[config.mk]
export PLATFORM = sky130hd
export DESIGN_NAME = wildcard_byte_pattern_scanner_flat
export DESIGN_NICKNAME = d
export VERILOG_FILES = /design/src/hw/rtl/wbps_pkg.sv /design/src/hw/rtl/wbps_req_if.sv /design/src/hw/rtl/wbps_rsp_if.sv /design/src/hw/rtl/wildcard_byte_pattern_scanner.sv /design/src/flat_wrapper.sv
export SDC_FILE = /design/constraint.sdc
export NUM_CORES = 2
export LEC_CHECK = 0
export BUFFER_PORTS_ARGS = -buffer_cell sky130_fd_sc_hd__clkbuf_2
export CELL_PAD_IN_SITES_DETAIL_PLACEMENT = 0
export CELL_PAD_IN_SITES_GLOBAL_PLACEMENT = 1
export CORE_MARGIN = 8
export CORE_UTILIZATION = 35
export CTS_BUF_LIST = sky130_fd_sc_hd__clkbuf_2 sky130_fd_sc_hd__clkbuf_4 sky130_fd_sc_hd__clkbuf_8
export DETAILED_ROUTE_END_ITERATION = 10
export HOLD_SLACK_MARGIN = 0.1
export PLACE_DENSITY_LB_ADDON = 0.1
export SLEW_MARGIN = 20
export SYNTH_ARGS = -nofsm -noshare
export SYNTH_HDL_FRONTEND = slang
export SYNTH_SLANG_ARGS = --single-unit
export TNS_END_PERCENT = 50
[constraint.sdc]
create_clock -name clock -period 16 [get_ports clock]
set_input_delay 2.4 -clock clock [delete_from_list [all_inputs] [get_ports clock]]
set_output_delay 2.4 -clock clock [all_outputs]
set_load 0.01 [all_outputs]
[src/hw/rtl/wbps_pkg.sv]
// wbps_pkg: shared constants and types for the wildcard byte pattern scanner
// no dependencies; used by the channel interfaces and the scanner top level
`default_nettype none

package wbps_pkg;

   // pattern geometry
   localparam int MAX_PATTERN_BYTES = 32;
   localparam int PAT_IDX_W         = $clog2(MAX_PATTERN_BYTES);
   localparam int LEN_W             = 6;
   localparam int WORD_W            = 64;
   localparam int WORDS             = (MAX_PATTERN_BYTES * 8 + WORD_W - 1) / WORD_W;

   // field widths
   localparam int BYTE_W   = 8;
   localparam int OFFSET_W = 32;
   localparam int COUNT_W  = 32;

   // configuration port
   localparam int CSR_IDX_W  = 3;
   localparam int CSR_DATA_W = 64;

   typedef enum logic [CSR_IDX_W-1:0] {
      CSR_PATTERN_WORD_0 = 3'd0,
      CSR_PATTERN_WORD_1 = 3'd1,
      CSR_PATTERN_WORD_2 = 3'd2,
      CSR_PATTERN_WORD_3 = 3'd3,
      CSR_WILDCARD_MASK  = 3'd4,
      CSR_PATTERN_LENGTH = 3'd5
   } csr_index_type;

   localparam logic [LEN_W-1:0] LEN_RESET = LEN_W'(1);

   // result payload held in the output register
   typedef struct packed {
      logic                found;
      logic [OFFSET_W-1:0] match_offset;
   } result_type;

endpackage

`default_nettype wire

[src/hw/rtl/wbps_req_if.sv]
// wbps_req_if: input byte channel of the scanner (valid/ready plus payload)
// depends on wbps_pkg
`default_nettype none

interface wbps_req_if
   import wbps_pkg::*;
   ();
   logic              valid;
   logic              ready;
   logic [BYTE_W-1:0] data_byte;
   logic              last_byte;

   modport source (output valid, data_byte, last_byte, input ready);
   modport sink   (input valid, data_byte, last_byte, output ready);
endinterface

`default_nettype wire

[src/hw/rtl/wbps_rsp_if.sv]
// wbps_rsp_if: result channel of the scanner (valid/ready plus payload)
// depends on wbps_pkg
`default_nettype none

interface wbps_rsp_if
   import wbps_pkg::*;
   ();
   logic                valid;
   logic                ready;
   logic                found;
   logic [OFFSET_W-1:0] match_offset;

   modport source (output valid, found, match_offset, input ready);
   modport sink   (input valid, found, match_offset, output ready);
endinterface

`default_nettype wire

[src/hw/rtl/wildcard_byte_pattern_scanner.sv]
// wildcard_byte_pattern_scanner: streaming search for a wildcard byte pattern
// depends on wbps_pkg, wbps_req_if, wbps_rsp_if
//
//   channel  | dir | handshake        | payload
//   ---------+-----+------------------+-------------------------------
//   req_ch   | in  | valid/ready      | data_byte[7:0], last_byte
//   rsp_ch   | out | valid/ready      | found, match_offset[31:0]
//   csr_*    | in  | csr_we only      | csr_index[2:0], csr_wdata[63:0]
//
// one item per cycle while no result stalls; an item is compared in the input
// register and a match or end-of-stream result is then registered in the
// output register. a register write passes the configuration registers, then
// the aligned pattern registers. reset is synchronous and clears the stream
// state, configuration registers and valid flags. a stalled result holds the
// output and input registers; items flow again as soon as the result drains.
`default_nettype none

module wildcard_byte_pattern_scanner
   import wbps_pkg::*;
(
   input  wire logic                  clock,
   input  wire logic                  reset,
   wbps_req_if.sink                   req_ch,
   wbps_rsp_if.source                 rsp_ch,
   input  wire logic                  csr_we,
   input  wire logic [CSR_IDX_W-1:0]  csr_index,
   input  wire logic [CSR_DATA_W-1:0] csr_wdata
);

   localparam int WIN_W = MAX_PATTERN_BYTES * BYTE_W;

   // configuration registers
   logic [WORDS*WORD_W-1:0]        pattern_ff;
   logic [MAX_PATTERN_BYTES-1:0]   wildcard_ff;
   logic [LEN_W-1:0]               length_ff;

   // pattern aligned to window order, derived from configuration
   logic [WIN_W-1:0]               aligned_pat_ff, aligned_pat_in;
   logic [MAX_PATTERN_BYTES-1:0]   aligned_care_ff, aligned_care_in;
   logic [LEN_W-1:0]               len_used_ff, len_used_in;

   // input register
   logic                           in_valid_ff;
   logic [BYTE_W-1:0]              in_data_ff;
   logic                           in_last_ff;

   // stream state
   logic [WIN_W-1:0]               window_ff, window_in;
   logic [COUNT_W-1:0]             count_ff, count_in;
   logic                           reported_ff, reported_in;

   // output register
   logic                           rsp_valid_ff;
   result_type                     rsp_ff, rsp_in;

   logic                           req_take;
   logic                           proc_go;
   logic                           emit;
   logic                           counting;
   logic [COUNT_W-1:0]             count_next;
   logic [WIN_W-1:0]               window_shift;
   logic [MAX_PATTERN_BYTES-1:0]   byte_ok;
   logic                           window_hit;
   logic                           found_hit;

   // configuration writes
   always_ff @(posedge clock) begin
      if (reset) begin
         pattern_ff  <= '0;
         wildcard_ff <= '0;
         length_ff   <= LEN_RESET;
      end else if (csr_we) begin
         unique case (csr_index)
            CSR_PATTERN_WORD_0: pattern_ff[0*WORD_W +: WORD_W] <= csr_wdata;
            CSR_PATTERN_WORD_1: pattern_ff[1*WORD_W +: WORD_W] <= csr_wdata;
            CSR_PATTERN_WORD_2: pattern_ff[2*WORD_W +: WORD_W] <= csr_wdata;
            CSR_PATTERN_WORD_3: pattern_ff[3*WORD_W +: WORD_W] <= csr_wdata;
            CSR_WILDCARD_MASK:  wildcard_ff <= csr_wdata[MAX_PATTERN_BYTES-1:0];
            CSR_PATTERN_LENGTH: length_ff   <= csr_wdata[LEN_W-1:0];
            default: ;
         endcase
      end
   end

   // clamp length and reverse the pattern so byte j lines up with window entry j
   always_comb begin
      logic [PAT_IDX_W-1:0] k;
      if (length_ff == '0) begin
         len_used_in = LEN_W'(1);
      end else if (length_ff > LEN_W'(MAX_PATTERN_BYTES)) begin
         len_used_in = LEN_W'(MAX_PATTERN_BYTES);
      end else begin
         len_used_in = length_ff;
      end
      for (int j = 0; j < MAX_PATTERN_BYTES; j++) begin
         k = PAT_IDX_W'(len_used_in - LEN_W'(1) - LEN_W'(j));
         aligned_pat_in[j*BYTE_W +: BYTE_W] = pattern_ff[k*BYTE_W +: BYTE_W];
         aligned_care_in[j] = (LEN_W'(j) < len_used_in) && !wildcard_ff[k];
      end
   end

   always_ff @(posedge clock) begin
      aligned_pat_ff  <= aligned_pat_in;
      aligned_care_ff <= aligned_care_in;
      len_used_ff     <= len_used_in;
   end

   // handshake
   assign proc_go      = in_valid_ff && (!rsp_valid_ff || rsp_ch.ready);
   assign req_ch.ready = !in_valid_ff || proc_go;
   assign req_take     = req_ch.valid && req_ch.ready;

   // input register
   always_ff @(posedge clock) begin
      if (reset) begin
         in_valid_ff <= 1'b0;
      end else if (req_ch.ready) begin
         in_valid_ff <= req_ch.valid;
      end
   end

   always_ff @(posedge clock) begin
      if (req_take) begin
         in_data_ff <= req_ch.data_byte;
         in_last_ff <= req_ch.last_byte;
      end
   end

   // window compare and result
   assign counting     = (count_ff != '1);
   assign count_next   = count_ff + COUNT_W'(1);
   assign window_shift = {window_ff[WIN_W-BYTE_W-1:0], in_data_ff};

   always_comb begin
      for (int j = 0; j < MAX_PATTERN_BYTES; j++) begin
         byte_ok[j] = !aligned_care_ff[j] ||
                      (window_shift[j*BYTE_W +: BYTE_W] == aligned_pat_ff[j*BYTE_W +: BYTE_W]);
      end
   end

   assign window_hit = &byte_ok;
   assign found_hit  = counting && !reported_ff &&
                       (count_next >= COUNT_W'(len_used_ff)) && window_hit;
   assign emit       = found_hit || (in_last_ff && !reported_ff);

   always_comb begin
      rsp_in.found        = found_hit;
      rsp_in.match_offset = found_hit ? OFFSET_W'(count_next - COUNT_W'(len_used_ff)) : '0;
   end

   // next stream state
   always_comb begin
      window_in   = window_ff;
      count_in    = count_ff;
      reported_in = reported_ff;
      if (in_last_ff) begin
         window_in   = '0;
         count_in    = '0;
         reported_in = 1'b0;
      end else if (counting) begin
         window_in   = window_shift;
         count_in    = count_next;
         reported_in = reported_ff || found_hit;
      end
   end

   always_ff @(posedge clock) begin
      if (reset) begin
         window_ff   <= '0;
         count_ff    <= '0;
         reported_ff <= 1'b0;
      end else if (proc_go) begin
         window_ff   <= window_in;
         count_ff    <= count_in;
         reported_ff <= reported_in;
      end
   end

   // output register
   always_ff @(posedge clock) begin
      if (reset) begin
         rsp_valid_ff <= 1'b0;
      end else if (proc_go && emit) begin
         rsp_valid_ff <= 1'b1;
      end else if (rsp_ch.ready) begin
         rsp_valid_ff <= 1'b0;
      end
   end

   always_ff @(posedge clock) begin
      if (proc_go && emit) begin
         rsp_ff <= rsp_in;
      end
   end

   assign rsp_ch.valid        = rsp_valid_ff;
   assign rsp_ch.found        = rsp_ff.found;
   assign rsp_ch.match_offset = rsp_ff.match_offset;

   // no second match inside one stream
   assert property (@(posedge clock) disable iff (reset)
      (proc_go && reported_ff) |-> !found_hit)
      else $error("second match reported in one stream");

   // last item clears the stream state
   assert property (@(posedge clock) disable iff (reset)
      (proc_go && in_last_ff) |=> (count_ff == '0) && !reported_ff)
      else $error("stream state not cleared after last item");

   // output register only loads when it is free
   assert property (@(posedge clock) disable iff (reset)
      (proc_go && emit) |-> (!rsp_valid_ff || rsp_ch.ready))
      else $error("result overwritten while stalled");

   // a reported offset lies inside the bytes seen so far
   assert property (@(posedge clock) disable iff (reset)
      (proc_go && found_hit) |-> (rsp_in.match_offset < count_next))
      else $error("match offset beyond byte count");

endmodule

`default_nettype wire
[src/flat_wrapper.sv]
// flat-port wrapper written by rule: the top's interface ports become plain ports
module wildcard_byte_pattern_scanner_flat import wbps_pkg::*;
  (clock, reset, csr_we, csr_index, csr_wdata, req_ch_valid, req_ch_data_byte, req_ch_last_byte, req_ch_ready, rsp_ch_valid, rsp_ch_found, rsp_ch_match_offset, rsp_ch_ready);
  wbps_req_if req_ch_i ();
  wbps_rsp_if rsp_ch_i ();
  input  wire logic clock;
  input  wire logic reset;
  input  wire logic csr_we;
  input  wire logic [CSR_IDX_W-1:0] csr_index;
  input  wire logic [CSR_DATA_W-1:0] csr_wdata;
  input wire logic [$bits(req_ch_i.valid)-1:0] req_ch_valid;
  input wire logic [$bits(req_ch_i.data_byte)-1:0] req_ch_data_byte;
  input wire logic [$bits(req_ch_i.last_byte)-1:0] req_ch_last_byte;
  output wire logic [$bits(req_ch_i.ready)-1:0] req_ch_ready;
  output wire logic [$bits(rsp_ch_i.valid)-1:0] rsp_ch_valid;
  output wire logic [$bits(rsp_ch_i.found)-1:0] rsp_ch_found;
  output wire logic [$bits(rsp_ch_i.match_offset)-1:0] rsp_ch_match_offset;
  input wire logic [$bits(rsp_ch_i.ready)-1:0] rsp_ch_ready;
  assign req_ch_i.valid = req_ch_valid;
  assign req_ch_i.data_byte = req_ch_data_byte;
  assign req_ch_i.last_byte = req_ch_last_byte;
  assign req_ch_ready = req_ch_i.ready;
  assign rsp_ch_valid = rsp_ch_i.valid;
  assign rsp_ch_found = rsp_ch_i.found;
  assign rsp_ch_match_offset = rsp_ch_i.match_offset;
  assign rsp_ch_i.ready = rsp_ch_ready;
  wildcard_byte_pattern_scanner u_core (.clock(clock), .reset(reset), .req_ch(req_ch_i), .rsp_ch(rsp_ch_i), .csr_we(csr_we), .csr_index(csr_index), .csr_wdata(csr_wdata));
endmodule
==> reports/metrics.csv <==
metric;value;unit
fmax;0.170;GHz
Std-Cell Rows;135;
Die Ht;386;um
number of global-route vias before repair;34900;
final hold vios;0;
PortBufs;115;
Critical Path RT;16.78;ns
Via density;5.52;
largest net degree at the start of global routing;208;
Max Cap Violations;0;
area post-placement;0.0501;mm2
cts bufs inserted;170;
Rel. slew slack;0.0817;
initial antenna violation count;11;
critical path type;reg2reg;
Startpoint Class;register;
post-synthesis cell count;4789;
CTS sink count;913;
CTS Hold Buffers Added;0;
worst skew pair latency;0.90;ns
DRC viols;0;
Max IR drop VDD;0.0689;mV
status;complete, no violations;
Clock Tree Root;clkbuf_8;
fin area;0.0538;mm2
CTS tree;built;
Hold Crit Class;reg2reg;
setup bufs post-CTS;0;
post-route clock skew;0.0465;ns
share of post-route cells with drive strength above 1;0.212;
Remaining Overflow, GRT;0;
non-filler cells, final;6699;
RD Place Congestion;0.958;
EDFF count, synth;42;
Pwr Total;5.70;mW
initial DRC count;3527;
Placeable Area;0.136;mm2
die area;0.149;mm2
CP Max Fanout;69;
Max clock buf depth;3;
wire length per cell;29.7;um
io pins;116;
Die Wd;386;um
Worst Path Arrival;6.66;ns
post-route ant nets;0;
Tmin final;5.88;ns
critical path, cell by cell;nor4_1, o21a_4, inv_8, ha_1, xor2_4, inv_2, buf_4, ha_1, a21boi_1, xor2_4, mux2i_1, mux2i_1, o21a_1;
clock-pin transition on the worst setup and hold timing paths;0.06;ns
leakage;21.0;nW
first-pass GRT wire length;276000;um
RSZ-0062 raised after global routing;false;
via count;37000;
Most used DFF post-synth;dfxtp_1;
critical path's slowest cell;dfxtp_1;
Critical Path End Type;register;
Seq/Total Area, Yosys;0.390;
synthesized flop and latch total;913;
Mapped Area;0.0479;mm2
Post-Syn Area per Cell;10.0;um2
Detailed Route WL;199000;um
Starting Density;0.353;
placed cells;6384;
period utilization;0.367;
GRT Resource Usage Total;0.259;
drt first pass iters;6;
Worst path max stage delay;0.87;ns
dpl hpwl;151000;um
Fin Setup TNS;0;ns
max-slew violations;0;
R2R depth;13;
final setup fails;0;
post_cts resized;0;
hold path cells;2;
asr flop ratio synth;0;
Pwr Density;106;mW/mm2
H-tree levels;4;
worst-margin pin slew;1.38;ns
Post-Syn Nets;4892;
Synth Warn #;0;
final net count;4879;
Netlist cell types;73;
area growth from synthesis to layout;12.3;%
[power breakdown]
group	internal [mW]	switching (mW)
combinational	0.287	0.455
clock	1.39	1.08
sequential	2.38	0.0972
total	4.06	1.64
[cells in the mapped netlist, drive strengths merged (14+ instances only)]
master	count	area, um2
a211oi	14	110
a21oi	320	1600
a221oi	17	155
a22oi	29	218
buf	113	562
clkbuf	252	946
dfxtp	871	17400
edfxtp	42	1260
ha	21	263
inv	17	63.8
mux2	243	2740
mux2i	1161	11600
nand2	667	2500
nand3	27	140
nand4	91	584
nor2	100	375
nor2b	31	194
nor3	18	128
nor4	18	146
o21ai	53	265
o221a	237	2670
xnor2	310	2780
xor2	28	347
[logic make-up after synthesis]
group,synth area share
AOI/OAI and AO/OA,0.112
xor gates and xnor gates,0.0651
adders and majority gates,0.00590
buffers and inverters,0.0329
DFF,0.390
muxes,0.300
and+or+nand+nor,0.0944
[cell usage in the layout, fill, tap and decap left out, types with 8 or more instances in the layout]
master,count
mux2i_1,1161
dfxtp_1,871
nand2_1,662
a21oi_1,319
xnor2_1,292
mux2_2,243
o221a_2,237
clkbuf_8,207
clkbuf_2,114
nor2_1,98
nand4_1,90
buf_4,61
clkbuf_4,59
o21ai_0,52
edfxtp_1,42
nor2b_1,31
a22oi_1,29
nand3_1,25
xor2_1,17
ha_1,17
a221oi_1,16
clkinv_2,16
nor4_1,14
nor3_1,13
a211oi_1,13
diode_2,12
inv_1,12
and3_1,11
xnor2_2,11
and2_1,10
o21a_1,8
[path summary, 6_finish.rpt]
| path | start | end | slack (ns) |
|---|---|---|---|
| max reg2reg | u_core.length_ff[3] | u_core.aligned_care_ff[1] | 10.12 |
| max | u_core.length_ff[3] | u_core.aligned_care_ff[1] | 10.12 |
| min reg2reg | u_core.pattern_ff[114] | u_core.pattern_ff[114] | 0.47 |
| min | u_core.pattern_ff[114] | u_core.pattern_ff[114] | 0.47 |
[area by class of cell]
class                           instances  area [um2]
Clock inverter                         36         389
Antenna cell                           12        30.0
Timing Repair Buffer                  180        1130
Clock buffer                          266        3290
Inverter                               18        80.1
Tap cell                             1781        2230
Sequential cell                       913       18700
Multi-Input combinational cell       3493       28000
Fill cell                           13500       81800
[critical path: cells and delay by family, from the launching register on]
family	cells	cell delay [ns]
muxes	2	0.50
AOI/OAI and AO/OA	3	0.96
DFF	1	0.87
adders and majority gates	2	1.12
buffers and inverters	3	1.12
and+or+nand+nor	1	0.13
xor gates and xnor gates	2	1.00
[routing by layer]
| layer | GRT usage | up-vias | wire (um) |
|---|---|---|---|
| met5 | 0 | - | 0 |
| li1 | - | 17300 | - |
| met4 | 0.0721 | 0 | 5280 |
| met2 | 0.383 | 1055 | 84700 |
| met1 | 0.384 | 18400 | 98000 |
| met3 | 0.0424 | 224 | 10800 |
[sequential cells by signal, indices dropped and copies added, names as in the netlist]
signal and flops:
u_core.in_valid_ff 1, u_core.length_ff 6, u_core.reported_ff 1, u_core.rsp_ch.found 1, u_core.count_ff 32, u_core.wildcard_ff 32
u_core.aligned_pat_ff 256, u_core.aligned_care_ff 32, u_core.in_data_ff 8, u_core.in_last_ff 1, u_core.window_ff 248, u_core.rsp_ch.match_offset 32
u_core.len_used_ff 6, u_core.rsp_ch.valid 1, u_core.pattern_ff 256
[stage by stage]
stage | utilization | hold WS, ns | worst slack [ns]
6_report | 0.397 | 0.469 | 10.12
5_1_grt | 0.397 | 0.485 | 9.69
4_1_cts | 0.396 | 0.470 | 10.07
3_5_place_dp | 0.369 | 0.463 | 10.11
3_3_place_gp | 0.369 | 0.457 | 10.19
2_1_floorplan | - | 0.429 | 10.29
No activity file was read; power rests on OpenSTA's default activity.
